**config.mk**
```make
export PLATFORM = sky130hd
export DESIGN_NAME = biquad_filter_with_level_stats
export DESIGN_NICKNAME = d
export VERILOG_FILES = /design/src/hdl/bqs_pkg.sv /design/src/hdl/biquad_filter_with_level_stats.sv /design/src/hdl/bqs_regs.sv /design/src/hdl/bqs_ctrl.sv /design/src/hdl/bqs_dp.sv
export SDC_FILE = /design/constraint.sdc
export NUM_CORES = 2
export LEC_CHECK = 0
export BUFFER_PORTS_ARGS = -buffer_cell sky130_fd_sc_hd__buf_2
export CORE_ASPECT_RATIO = 0.9
export CORE_MARGIN = 2
export CORE_UTILIZATION = 65
export DETAILED_ROUTE_END_ITERATION = 10
export PLACE_DENSITY = 0.82
export SYNTH_ARGS = -nofsm -noshare
export SYNTH_HDL_FRONTEND = slang
export SYNTH_SLANG_ARGS = --single-unit
```
**constraint.sdc**
```tcl
create_clock -name clk -period 9.8 [get_ports clk]
set_clock_uncertainty 0.2 [all_clocks]
set_input_delay 0.49 -clock clk [delete_from_list [all_inputs] [get_ports clk]]
set_output_delay 0.49 -clock clk [all_outputs]
set_load 0.1 [all_outputs]
```
**src/hdl/bqs_pkg.sv**
```systemverilog
// Shared types and constants for the biquad filter with level statistics.
// Used by bqs_regs, bqs_ctrl, bqs_dp and the top level; no dependencies.
package bqs_pkg;

    localparam int COEF_WIDTH            = 16;
    localparam int DELAY_WIDTH           = 32;
    localparam int SUM_WIDTH             = 48;
    localparam int SAMPLE_WIDTH_DEFAULT  = 16;
    localparam int COEF_FRAC_BITS_DEFAULT = 14;
    localparam int COUNT_WIDTH_DEFAULT   = 32;
    localparam int APB_ADDR_WIDTH        = 5;
    localparam int APB_DATA_WIDTH        = 32;

    typedef enum logic [1:0] {
        MODE_FILTER = 2'd0,
        MODE_MEAN   = 2'd1,
        MODE_PEAK   = 2'd2,
        MODE_CLEAR  = 2'd3
    } mode_t;

    typedef enum logic [2:0] {
        REG_A1 = 3'd0,
        REG_A2 = 3'd1,
        REG_B0 = 3'd2,
        REG_B1 = 3'd3,
        REG_B2 = 3'd4
    } reg_idx_t;

    typedef struct packed {
        logic signed [COEF_WIDTH-1:0] a1;
        logic signed [COEF_WIDTH-1:0] a2;
        logic signed [COEF_WIDTH-1:0] b0;
        logic signed [COEF_WIDTH-1:0] b1;
        logic signed [COEF_WIDTH-1:0] b2;
    } coef_t;

    typedef enum logic [3:0] {
        ST_IDLE,
        ST_F1,
        ST_F2,
        ST_F3,
        ST_F4,
        ST_F5,
        ST_RND,
        ST_DIV,
        ST_DONE
    } ctrl_state_t;

    typedef enum logic [3:0] {
        OP_NOP,
        OP_FILT_START,
        OP_FILT_1,
        OP_FILT_2,
        OP_FILT_3,
        OP_FILT_4,
        OP_FILT_5,
        OP_FILT_RND,
        OP_DIV_START,
        OP_DIV_STEP
    } dp_op_t;

    typedef struct packed {
        dp_op_t op;
        logic   finish;
        mode_t  fin_mode;
    } dp_cmd_t;

    typedef struct packed {
        logic out_free;
        logic count_zero;
    } dp_status_t;

endpackage

```
**src/hdl/biquad_filter_with_level_stats.sv**
```systemverilog
// Top level of the biquad IIR filter with output level statistics.
// Depends on bqs_pkg, bqs_regs, bqs_ctrl and bqs_dp.
//
// Usage:
//   Coefficients a1, a2, b0, b1, b2 (Q2.14) are written over the APB port at
//   byte addresses 0, 4, 8, 12, 16; pready is always high, reads return the
//   sign-extended coefficient. Each input transaction (mode, sample) gives
//   exactly one output transaction (value, saturated).
//   mode 0 filters one sample; mode 1 returns the mean absolute output and
//   clears sum and count (0 if no samples); mode 2 returns the peak absolute
//   output and clears it; mode 3 clears the filter delays and returns 0.
//   One transaction is processed at a time. A filter sample reaches the
//   output register after five products through one shared 16x32
//   multiplier, a rounding and saturation step, then the statistics
//   update. A mean read runs a 48-step bit-serial divide, skipped when
//   the count is zero; peak and clear reads go straight to the commit
//   state. The input is ready again the cycle after the result is
//   registered. The result sits in an output register; if the receiver
//   stalls, the next transaction is accepted and computed, and waits in
//   its commit state until the output register is taken.
//   Reset clears the coefficients, the delays and all statistics.
module biquad_filter_with_level_stats #(
    parameter int SAMPLE_WIDTH   = bqs_pkg::SAMPLE_WIDTH_DEFAULT,
    parameter int COEF_FRAC_BITS = bqs_pkg::COEF_FRAC_BITS_DEFAULT,
    parameter int COUNT_WIDTH    = bqs_pkg::COUNT_WIDTH_DEFAULT
) (
    input  logic                               clk,
    input  logic                               rst_n,
    input  logic                               psel,
    input  logic                               penable,
    input  logic                               pwrite,
    input  logic [bqs_pkg::APB_ADDR_WIDTH-1:0] paddr,
    input  logic [bqs_pkg::APB_DATA_WIDTH-1:0] pwdata,
    output logic [bqs_pkg::APB_DATA_WIDTH-1:0] prdata,
    output logic                               pready,
    input  logic                               in_valid,
    output logic                               in_ready,
    input  logic [1:0]                         mode,
    input  logic signed [SAMPLE_WIDTH-1:0]     sample,
    output logic                               out_valid,
    input  logic                               out_ready,
    output logic signed [SAMPLE_WIDTH-1:0]     value,
    output logic                               saturated
);
    import bqs_pkg::*;

    localparam logic signed [SAMPLE_WIDTH-1:0] Y_MAX = {1'b0, {(SAMPLE_WIDTH-1){1'b1}}};
    localparam logic signed [SAMPLE_WIDTH-1:0] Y_MIN = {1'b1, {(SAMPLE_WIDTH-1){1'b0}}};

    coef_t      coef;
    dp_cmd_t    cmd;
    dp_status_t status;

    bqs_regs u_regs (
        .clk     (clk),
        .rst_n   (rst_n),
        .psel    (psel),
        .penable (penable),
        .pwrite  (pwrite),
        .paddr   (paddr),
        .pwdata  (pwdata),
        .prdata  (prdata),
        .pready  (pready),
        .coef    (coef)
    );

    bqs_ctrl u_ctrl (
        .clk      (clk),
        .rst_n    (rst_n),
        .in_valid (in_valid),
        .in_ready (in_ready),
        .mode     (mode_t'(mode)),
        .status   (status),
        .cmd      (cmd)
    );

    bqs_dp #(
        .SAMPLE_WIDTH   (SAMPLE_WIDTH),
        .COEF_FRAC_BITS (COEF_FRAC_BITS),
        .COUNT_WIDTH    (COUNT_WIDTH)
    ) u_dp (
        .clk       (clk),
        .rst_n     (rst_n),
        .cmd       (cmd),
        .status    (status),
        .coef      (coef),
        .sample    (sample),
        .out_valid (out_valid),
        .out_ready (out_ready),
        .value     (value),
        .saturated (saturated)
    );

    a_busy_after_accept: assert property (
        @(posedge clk) disable iff (!rst_n)
        (in_valid && in_ready) |=> !in_ready
    ) else $error("input accepted while a transaction is in flight");

    a_result_from_busy: assert property (
        @(posedge clk) disable iff (!rst_n)
        $rose(out_valid) |-> !$past(in_ready)
    ) else $error("result produced without a transaction in flight");

    a_clip_at_rail: assert property (
        @(posedge clk) disable iff (!rst_n)
        (out_valid && saturated) |-> (value == Y_MAX || value == Y_MIN)
    ) else $error("saturated result not at a rail");

endmodule

```
**src/hdl/bqs_regs.sv**
```systemverilog
// APB coefficient register file for the biquad filter.
// Depends on bqs_pkg.
module bqs_regs (
    input  logic                                   clk,
    input  logic                                   rst_n,
    input  logic                                   psel,
    input  logic                                   penable,
    input  logic                                   pwrite,
    input  logic [bqs_pkg::APB_ADDR_WIDTH-1:0]     paddr,
    input  logic [bqs_pkg::APB_DATA_WIDTH-1:0]     pwdata,
    output logic [bqs_pkg::APB_DATA_WIDTH-1:0]     prdata,
    output logic                                   pready,
    output bqs_pkg::coef_t                         coef
);
    import bqs_pkg::*;

    coef_t                        coef_reg;
    coef_t                        coef_next;
    reg_idx_t                     idx;
    logic                         wr_en;
    logic signed [COEF_WIDTH-1:0] wr_val;
    logic signed [COEF_WIDTH-1:0] rd_coef;

    assign idx    = reg_idx_t'(paddr[APB_ADDR_WIDTH-1:2]);
    assign wr_en  = psel && penable && pwrite && pready;
    assign wr_val = pwdata[COEF_WIDTH-1:0];
    assign pready = 1'b1;

    always_comb
    begin
        coef_next = coef_reg;
        if (wr_en)
        begin
            unique case (idx)
                REG_A1:  coef_next.a1 = wr_val;
                REG_A2:  coef_next.a2 = wr_val;
                REG_B0:  coef_next.b0 = wr_val;
                REG_B1:  coef_next.b1 = wr_val;
                REG_B2:  coef_next.b2 = wr_val;
                default: coef_next = coef_reg;
            endcase
        end
    end

    always_comb
    begin
        unique case (idx)
            REG_A1:  rd_coef = coef_reg.a1;
            REG_A2:  rd_coef = coef_reg.a2;
            REG_B0:  rd_coef = coef_reg.b0;
            REG_B1:  rd_coef = coef_reg.b1;
            REG_B2:  rd_coef = coef_reg.b2;
            default: rd_coef = '0;
        endcase
    end

    assign prdata = APB_DATA_WIDTH'(rd_coef);

    always_ff @(posedge clk or negedge rst_n)
    begin
        if (!rst_n)
        begin
            coef_reg <= '0;
        end
        else
        begin
            coef_reg <= coef_next;
        end
    end

    assign coef = coef_reg;

endmodule

```
**src/hdl/bqs_ctrl.sv**
```systemverilog
// Sequencing state machine for the biquad filter: steps the shared
// multiplier, the mean divider and the result commit. Depends on bqs_pkg.
module bqs_ctrl (
    input  logic                clk,
    input  logic                rst_n,
    input  logic                in_valid,
    output logic                in_ready,
    input  bqs_pkg::mode_t      mode,
    input  bqs_pkg::dp_status_t status,
    output bqs_pkg::dp_cmd_t    cmd
);
    import bqs_pkg::*;

    localparam int CNT_W = $clog2(SUM_WIDTH);
    localparam logic [CNT_W-1:0] DIV_LAST = CNT_W'(SUM_WIDTH - 1);

    ctrl_state_t       state_reg;
    ctrl_state_t       state_next;
    mode_t             mode_reg;
    mode_t             mode_next;
    logic [CNT_W-1:0]  cnt_reg;
    logic [CNT_W-1:0]  cnt_next;
    logic              accept;

    assign in_ready = (state_reg == ST_IDLE);
    assign accept   = in_valid && in_ready;

    always_comb
    begin
        state_next = state_reg;
        unique case (state_reg)
            ST_IDLE:
            begin
                if (accept)
                begin
                    unique case (mode)
                        MODE_FILTER: state_next = ST_F1;
                        MODE_MEAN:   state_next = status.count_zero ? ST_DONE : ST_DIV;
                        default:     state_next = ST_DONE;
                    endcase
                end
            end
            ST_F1:  state_next = ST_F2;
            ST_F2:  state_next = ST_F3;
            ST_F3:  state_next = ST_F4;
            ST_F4:  state_next = ST_F5;
            ST_F5:  state_next = ST_RND;
            ST_RND: state_next = ST_DONE;
            ST_DIV:
            begin
                if (cnt_reg == DIV_LAST)
                begin
                    state_next = ST_DONE;
                end
            end
            ST_DONE:
            begin
                if (status.out_free)
                begin
                    state_next = ST_IDLE;
                end
            end
            default: state_next = ST_IDLE;
        endcase
    end

    always_comb
    begin
        cmd.op       = OP_NOP;
        cmd.finish   = 1'b0;
        cmd.fin_mode = mode_reg;
        mode_next    = mode_reg;
        cnt_next     = '0;
        unique case (state_reg)
            ST_IDLE:
            begin
                if (accept)
                begin
                    mode_next = mode;
                    unique case (mode)
                        MODE_FILTER: cmd.op = OP_FILT_START;
                        MODE_MEAN:   cmd.op = status.count_zero ? OP_NOP : OP_DIV_START;
                        default:     cmd.op = OP_NOP;
                    endcase
                end
            end
            ST_F1:  cmd.op = OP_FILT_1;
            ST_F2:  cmd.op = OP_FILT_2;
            ST_F3:  cmd.op = OP_FILT_3;
            ST_F4:  cmd.op = OP_FILT_4;
            ST_F5:  cmd.op = OP_FILT_5;
            ST_RND: cmd.op = OP_FILT_RND;
            ST_DIV:
            begin
                cmd.op   = OP_DIV_STEP;
                cnt_next = cnt_reg + CNT_W'(1);
            end
            ST_DONE: cmd.finish = status.out_free;
            default: cmd.op = OP_NOP;
        endcase
    end

    always_ff @(posedge clk or negedge rst_n)
    begin
        if (!rst_n)
        begin
            state_reg <= ST_IDLE;
            mode_reg  <= MODE_FILTER;
            cnt_reg   <= '0;
        end
        else
        begin
            state_reg <= state_next;
            mode_reg  <= mode_next;
            cnt_reg   <= cnt_next;
        end
    end

endmodule

```
**src/hdl/bqs_dp.sv**
```systemverilog
// Datapath of the biquad filter: shared 16x32 multiplier, accumulator,
// rounding and saturation, level statistics, radix-2 divider and output
// register. Depends on bqs_pkg.
module bqs_dp #(
    parameter int SAMPLE_WIDTH   = bqs_pkg::SAMPLE_WIDTH_DEFAULT,
    parameter int COEF_FRAC_BITS = bqs_pkg::COEF_FRAC_BITS_DEFAULT,
    parameter int COUNT_WIDTH    = bqs_pkg::COUNT_WIDTH_DEFAULT
) (
    input  logic                           clk,
    input  logic                           rst_n,
    input  bqs_pkg::dp_cmd_t               cmd,
    output bqs_pkg::dp_status_t            status,
    input  bqs_pkg::coef_t                 coef,
    input  logic signed [SAMPLE_WIDTH-1:0] sample,
    output logic                           out_valid,
    input  logic                           out_ready,
    output logic signed [SAMPLE_WIDTH-1:0] value,
    output logic                           saturated
);
    import bqs_pkg::*;

    localparam int PROD_W = COEF_WIDTH + DELAY_WIDTH;
    localparam int X_W    = SAMPLE_WIDTH + COEF_FRAC_BITS;
    localparam int ACC_W  = ((X_W > PROD_W) ? X_W : PROD_W) + 3;
    localparam int MAG_W  = SAMPLE_WIDTH - 1;
    localparam logic signed [ACC_W-1:0] RND_HALF = ACC_W'(1) << (COEF_FRAC_BITS - 1);
    localparam logic signed [DELAY_WIDTH-1:0] D_MAX = {1'b0, {(DELAY_WIDTH-1){1'b1}}};
    localparam logic signed [DELAY_WIDTH-1:0] D_MIN = {1'b1, {(DELAY_WIDTH-1){1'b0}}};
    localparam logic signed [SAMPLE_WIDTH-1:0] Y_MAX = {1'b0, {(SAMPLE_WIDTH-1){1'b1}}};
    localparam logic signed [SAMPLE_WIDTH-1:0] Y_MIN = {1'b1, {(SAMPLE_WIDTH-1){1'b0}}};

    // architectural state
    logic signed [DELAY_WIDTH-1:0]  delay_one_reg, delay_one_next;
    logic signed [DELAY_WIDTH-1:0]  delay_two_reg, delay_two_next;
    logic [SUM_WIDTH-1:0]           sum_reg, sum_next;
    logic [COUNT_WIDTH-1:0]         count_reg, count_next;
    logic [MAG_W-1:0]               peak_reg, peak_next;
    logic                           out_valid_reg, out_valid_next;

    // working registers
    logic signed [PROD_W-1:0]       prod_reg;
    logic signed [ACC_W-1:0]        acc_reg, acc_next;
    logic signed [DELAY_WIDTH-1:0]  w0_reg;
    logic signed [SAMPLE_WIDTH-1:0] y_reg;
    logic                           clip_reg;
    logic [COUNT_WIDTH-1:0]         rem_reg, rem_next;
    logic [SUM_WIDTH-1:0]           quo_reg, quo_next;
    logic signed [SAMPLE_WIDTH-1:0] value_reg, value_next;
    logic                           saturated_reg, saturated_next;

    logic signed [COEF_WIDTH-1:0]   mul_a;
    logic signed [DELAY_WIDTH-1:0]  mul_b;
    logic signed [PROD_W-1:0]       prod_full;
    logic signed [ACC_W-1:0]        prod_ext;
    logic signed [ACC_W-1:0]        acc_rnd;
    logic [ACC_W-DELAY_WIDTH:0]     w0_hi;
    logic [ACC_W-SAMPLE_WIDTH:0]    y_hi;
    logic signed [DELAY_WIDTH-1:0]  w0_sat;
    logic signed [SAMPLE_WIDTH-1:0] y_sat;
    logic                           y_clip;
    logic [SAMPLE_WIDTH-1:0]        y_neg;
    logic [SAMPLE_WIDTH-1:0]        mag_full;
    logic [MAG_W-1:0]               mag;
    logic [SUM_WIDTH:0]             sum_inc;
    logic [COUNT_WIDTH:0]           div_shift;
    logic [COUNT_WIDTH+1:0]         div_diff;

    always_comb
    begin
        unique case (cmd.op)
            OP_FILT_1:
            begin
                mul_a = coef.a2;
                mul_b = delay_two_reg;
            end
            OP_FILT_2:
            begin
                mul_a = coef.b1;
                mul_b = delay_one_reg;
            end
            OP_FILT_3:
            begin
                mul_a = coef.b2;
                mul_b = delay_two_reg;
            end
            OP_FILT_4:
            begin
                mul_a = coef.b0;
                mul_b = w0_reg;
            end
            default:
            begin
                mul_a = coef.a1;
                mul_b = delay_one_reg;
            end
        endcase
    end

    assign prod_full = PROD_W'(mul_a) * PROD_W'(mul_b);
    assign prod_ext  = ACC_W'(prod_reg);
    assign acc_rnd   = (acc_reg + RND_HALF) >>> COEF_FRAC_BITS;

    assign w0_hi  = acc_rnd[ACC_W-1:DELAY_WIDTH-1];
    assign w0_sat = ((&w0_hi) || !(|w0_hi)) ? acc_rnd[DELAY_WIDTH-1:0]
                  : (acc_rnd[ACC_W-1] ? D_MIN : D_MAX);
    assign y_hi   = acc_rnd[ACC_W-1:SAMPLE_WIDTH-1];
    assign y_clip = !((&y_hi) || !(|y_hi));
    assign y_sat  = !y_clip ? acc_rnd[SAMPLE_WIDTH-1:0]
                  : (acc_rnd[ACC_W-1] ? Y_MIN : Y_MAX);

    // |y|, with the most negative value clipped to the largest positive one
    assign y_neg    = -y_reg;
    assign mag_full = y_reg[SAMPLE_WIDTH-1] ? y_neg : y_reg;
    assign mag      = mag_full[SAMPLE_WIDTH-1] ? {MAG_W{1'b1}} : mag_full[MAG_W-1:0];
    assign sum_inc  = {1'b0, sum_reg} + (SUM_WIDTH+1)'(mag);

    assign div_shift = {rem_reg, quo_reg[SUM_WIDTH-1]};
    assign div_diff  = {1'b0, div_shift} - {2'b00, count_reg};

    always_comb
    begin
        acc_next = acc_reg;
        rem_next = rem_reg;
        quo_next = quo_reg;
        case (cmd.op)
            OP_FILT_START: acc_next = ACC_W'(sample) <<< COEF_FRAC_BITS;
            OP_FILT_1:     acc_next = acc_reg - prod_ext;
            OP_FILT_2:     acc_next = acc_reg - prod_ext;
            OP_FILT_3:     acc_next = prod_ext;
            OP_FILT_4:     acc_next = acc_reg + prod_ext;
            OP_FILT_5:     acc_next = acc_reg + prod_ext;
            OP_DIV_START:
            begin
                rem_next = '0;
                quo_next = sum_reg;
            end
            OP_DIV_STEP:
            begin
                if (!div_diff[COUNT_WIDTH+1])
                begin
                    rem_next = div_diff[COUNT_WIDTH-1:0];
                    quo_next = {quo_reg[SUM_WIDTH-2:0], 1'b1};
                end
                else
                begin
                    rem_next = div_shift[COUNT_WIDTH-1:0];
                    quo_next = {quo_reg[SUM_WIDTH-2:0], 1'b0};
                end
            end
            default: acc_next = acc_reg;
        endcase
    end

    always_comb
    begin
        delay_one_next = delay_one_reg;
        delay_two_next = delay_two_reg;
        sum_next       = sum_reg;
        count_next     = count_reg;
        peak_next      = peak_reg;
        value_next     = value_reg;
        saturated_next = saturated_reg;
        out_valid_next = out_valid_reg && !out_ready;
        if (cmd.finish)
        begin
            out_valid_next = 1'b1;
            saturated_next = 1'b0;
            unique case (cmd.fin_mode)
                MODE_FILTER:
                begin
                    value_next     = y_reg;
                    saturated_next = clip_reg;
                    delay_two_next = delay_one_reg;
                    delay_one_next = w0_reg;
                    sum_next       = sum_inc[SUM_WIDTH] ? {SUM_WIDTH{1'b1}}
                                                        : sum_inc[SUM_WIDTH-1:0];
                    count_next     = (&count_reg) ? count_reg
                                                  : count_reg + COUNT_WIDTH'(1);
                    if (mag > peak_reg)
                    begin
                        peak_next = mag;
                    end
                end
                MODE_MEAN:
                begin
                    value_next = (count_reg == '0) ? '0 : quo_reg[SAMPLE_WIDTH-1:0];
                    sum_next   = '0;
                    count_next = '0;
                end
                MODE_PEAK:
                begin
                    value_next = SAMPLE_WIDTH'(peak_reg);
                    peak_next  = '0;
                end
                MODE_CLEAR:
                begin
                    value_next     = '0;
                    delay_one_next = '0;
                    delay_two_next = '0;
                end
                default: value_next = '0;
            endcase
        end
    end

    always_ff @(posedge clk or negedge rst_n)
    begin
        if (!rst_n)
        begin
            delay_one_reg <= '0;
            delay_two_reg <= '0;
            sum_reg       <= '0;
            count_reg     <= '0;
            peak_reg      <= '0;
            out_valid_reg <= 1'b0;
        end
        else
        begin
            delay_one_reg <= delay_one_next;
            delay_two_reg <= delay_two_next;
            sum_reg       <= sum_next;
            count_reg     <= count_next;
            peak_reg      <= peak_next;
            out_valid_reg <= out_valid_next;
        end
    end

    always_ff @(posedge clk)
    begin
        prod_reg      <= prod_full;
        acc_reg       <= acc_next;
        rem_reg       <= rem_next;
        quo_reg       <= quo_next;
        value_reg     <= value_next;
        saturated_reg <= saturated_next;
        if (cmd.op == OP_FILT_3)
        begin
            w0_reg <= w0_sat;
        end
    end

    // acc holds the full feedforward sum during the rounding step
    always_ff @(posedge clk)
    begin
        if (cmd.op == OP_FILT_RND)
        begin
            y_reg    <= y_sat;
            clip_reg <= y_clip;
        end
    end

    assign status.out_free   = !out_valid_reg || out_ready;
    assign status.count_zero = (count_reg == '0);
    assign out_valid         = out_valid_reg;
    assign value             = value_reg;
    assign saturated         = saturated_reg;

endmodule
```
==> flow_summary.ini <==
[routing]
remaining_drc_errors = 0
drt_wl_total_um = 130000
ant_nets = 0
via_per_inst = 6.29
vias = 39600
drt-pass1-iter-count = 8
drtIter0Drc = 4235
wire_per_inst_um = 20.6

[synthesis]
synth_nets = 6065
ys_warn_count = 0
yosys.area_share.simple_pct = 17.0
synth-adder-area-share_pct = 26.9
synthTopCellsByCount = nand2_1 (808), inv_1 (684), fa_1 (489)
ys.flop_type = dfrtp_1
postSynthCellCount = 5278
synth_top_family_by_area = adder cells
synth_compound_area_share_pct = 13.7
synth_top_area_share_pct = 20.6
avgSynthCellArea_sq_um = 8.98
ys_ff_latch = 497
yosysSeqAreaShare_pct = 27.8
ys_types = 95
synth_edf_count = 197
yosys-top-cells-area = fa_1 (21%), dfrtp_1 (13%), edfxtp_1 (12%), nand2_1 (6.4%), ha_1 (6.2%)
synth_top_area_cell = fa_1
muxShareOfSynthArea_pct = 2.52
yosysMostFrequentCell = nand2_1
synthXorXnorAreaFrac_pct = 4.34
synth_area_sq_um = 47400
synthArstFlopShare_pct = 50.7

[clocking]
root_buffer = clkbuf_16
clock-sinks = 497
clk_pin_slew_worst_paths_ps = 60
postCtsSetupBuffers = 0
cts_inserted_buffers = 54
cts_buffer_depth = 3
cts_tree = yes
insertion_delay_ps = 650
htree_num_levels = 2

[die]
ioPinCount = 114
dieHeight_um = 260
fp-row-count = 93
die-area_sq_um = 75100
core_sq_um = 71900
start_util_pct = 65.9
die_w_um = 289

[timing]
period_minus_slack_ps = 9390
drv_slew = 0
tightest_slew_ps = 1220
relSlewSlack_pct = 18.4
post-route-period-util_pct = 95.8
fmax_ghz = 0.106
fin_ws_ps = 408
finalSetupViolCount = 0
finalHoldViolCount = 1
whs_ps = -2.63
finalSetupTns_ps = 0
grt_setup_unrepaired = no

[setup_path]
crit_slowest_cell = a31oi_2
critical_path_class = flip-flop to flip-flop
r2r_slack_ps = 410
r2r_cells = 28
cp_max_fo = 34
crit_path_start_kind = flip-flop
critPathMaxStageDelay_ps = 620
crit_top_cell = fa_1
cp_num_buf_inv = 5
cp.arrival_ps = 9730
end_kind = flip-flop
critical-path-top-delay-family = adder cells
cp.required_ps = 10140
cp.depth = 28

[grt]
first_global_vias = 39300
grt_use_total_pct = 35.1
grt_pass1_wl_um = 210000
antenna_found_initial = 5
grt_max_degree = 108
grt_overflow_total = 0

[layout]
fill_cells = 5431
final_cells = 6287
final-seq-area_sq_um = 13200
postLayoutCoreUtil_pct = 71.1
drive_gt1_share_pct = 8.70
synthToLayoutAreaGrowth_pct = 7.80
nNetsFinal = 6078
largest_reg_flops = 80
multi_input_area_sq_um = 30700

[place]
io_buffers = 94
dp_hpwl_um = 95900
gp_congestion = 0.967
post-place-cells = 6156
place_ws_ps = 274

[run_status]
status = finished, violations left
failed_checks = hold timing

[hold_path]
hold_class = input port to flip-flop
holdPathStages = 3

[job]
drv_cap = 0
## cells in the final DEF (no fill, tap or decap), types with 41 or more instances in the layout
master,netlist,layout
xor2_1,96,96
clkbuf_16,0,58
ha_1,236,236
nor3_1,45,43
dfrtp_1,252,252
nor2_1,409,406
mux2_2,99,99
xnor2_1,137,137
a21oi_1,238,238
a31oi_1,48,45
buf_4,17,107
dfxtp_1,48,48
o21ai_0,255,251
edfxtp_1,197,197
nand2_1,808,808
buf_2,14,93
a22oi_1,66,66
nand3b_1,69,69
and3_1,64,62
inv_1,684,684
nand3_1,95,94
a21o_1,50,50
nand4_1,41,41
nand2b_1,44,43
fa_1,489,489
## layer usage
metal  share of wire, %  vias to the layer above  GRT usage (%)
met5              0.029                        -              0
li1                   -                    17700              -
met1                 39                    19400           46.9
met4                4.9                        6           14.4
met3                9.4                      450           6.89
met2                 47                     2018           56.6
## worst register-to-register path, delay by kind of cell, from the launching register on
| family | cells | cell delay, ps |
|---|---|---|
| adder cells (fa/ha/maj) | 7 | 3620 |
| AO/OA/AOI/OAI | 7 | 2260 |
| AND/OR/NAND/NOR | 8 | 1760 |
| buffers and inverters | 5 | 810 |
| flip-flops | 1 | 480 |
| XOR/XNOR | 1 | 140 |
## final timing paths
path,from,to
min reg2reg,u_dp.delay_two_reg[29]$_DFFE_PN0P_,u_dp.delay_two_reg[29]$_DFFE_PN0P_
max reg2reg,u_ctrl.state_reg[3]$_DFFE_PN0P_,u_dp.prod_reg[39]$_DFF_P_
min,sample[6],u_dp.acc_reg[20]$_DFFE_PP_
max,u_ctrl.state_reg[3]$_DFFE_PN0P_,u_dp.prod_reg[39]$_DFF_P_
max in group asynchronous,rst_n,u_regs.coef[32]$_DFFE_PN0P_
min in group asynchronous,rst_n,u_dp.sum_reg[37]$_DFFE_PN0P_
## stage by stage
step / hold WS [ps] / cell area (sq um)
after floorplan: -5.59 / 47400
after global placement: 248 / 48900
after detailed placement: 262 / 48900
after CTS: 0.597 / 51100
after global routing: 20.9 / 51100
final: -2.63 / 51100
## area by class of cell
cell class	instances	area share (%)
diodes	2	0.00979
clock buffers	75	3.12
clock inverters	25	0.546
inverters	685	5.03
multi-input cells	3823	60.1
flip-flops and latches	497	25.8
well taps	950	2.33
repair buffers	230	3.08
## what timing repair did
action | CTS | global route
gates resized for setup | 0 | 2
endpoints found under the setup margin | 0 | 6
hold buffers | 29 | 0
endpoints found under the hold margin | 196 | 0
## kinds of logic (layout without fill, tap and decap cells)
group,count (synthesis),in the layout
AND/OR/NAND/NOR,1754,1754
AO/OA/AOI/OAI,1002,1002
buffers and inverters,958,1015
adder cells (fa/ha/maj),725,725
flip-flops,497,497
XOR/XNOR,234,234
multiplexers,107,107
other,1,3
Power is not shown: default switching activity piles up to over one toggle a cycle in this logic, so the estimate is an artifact.
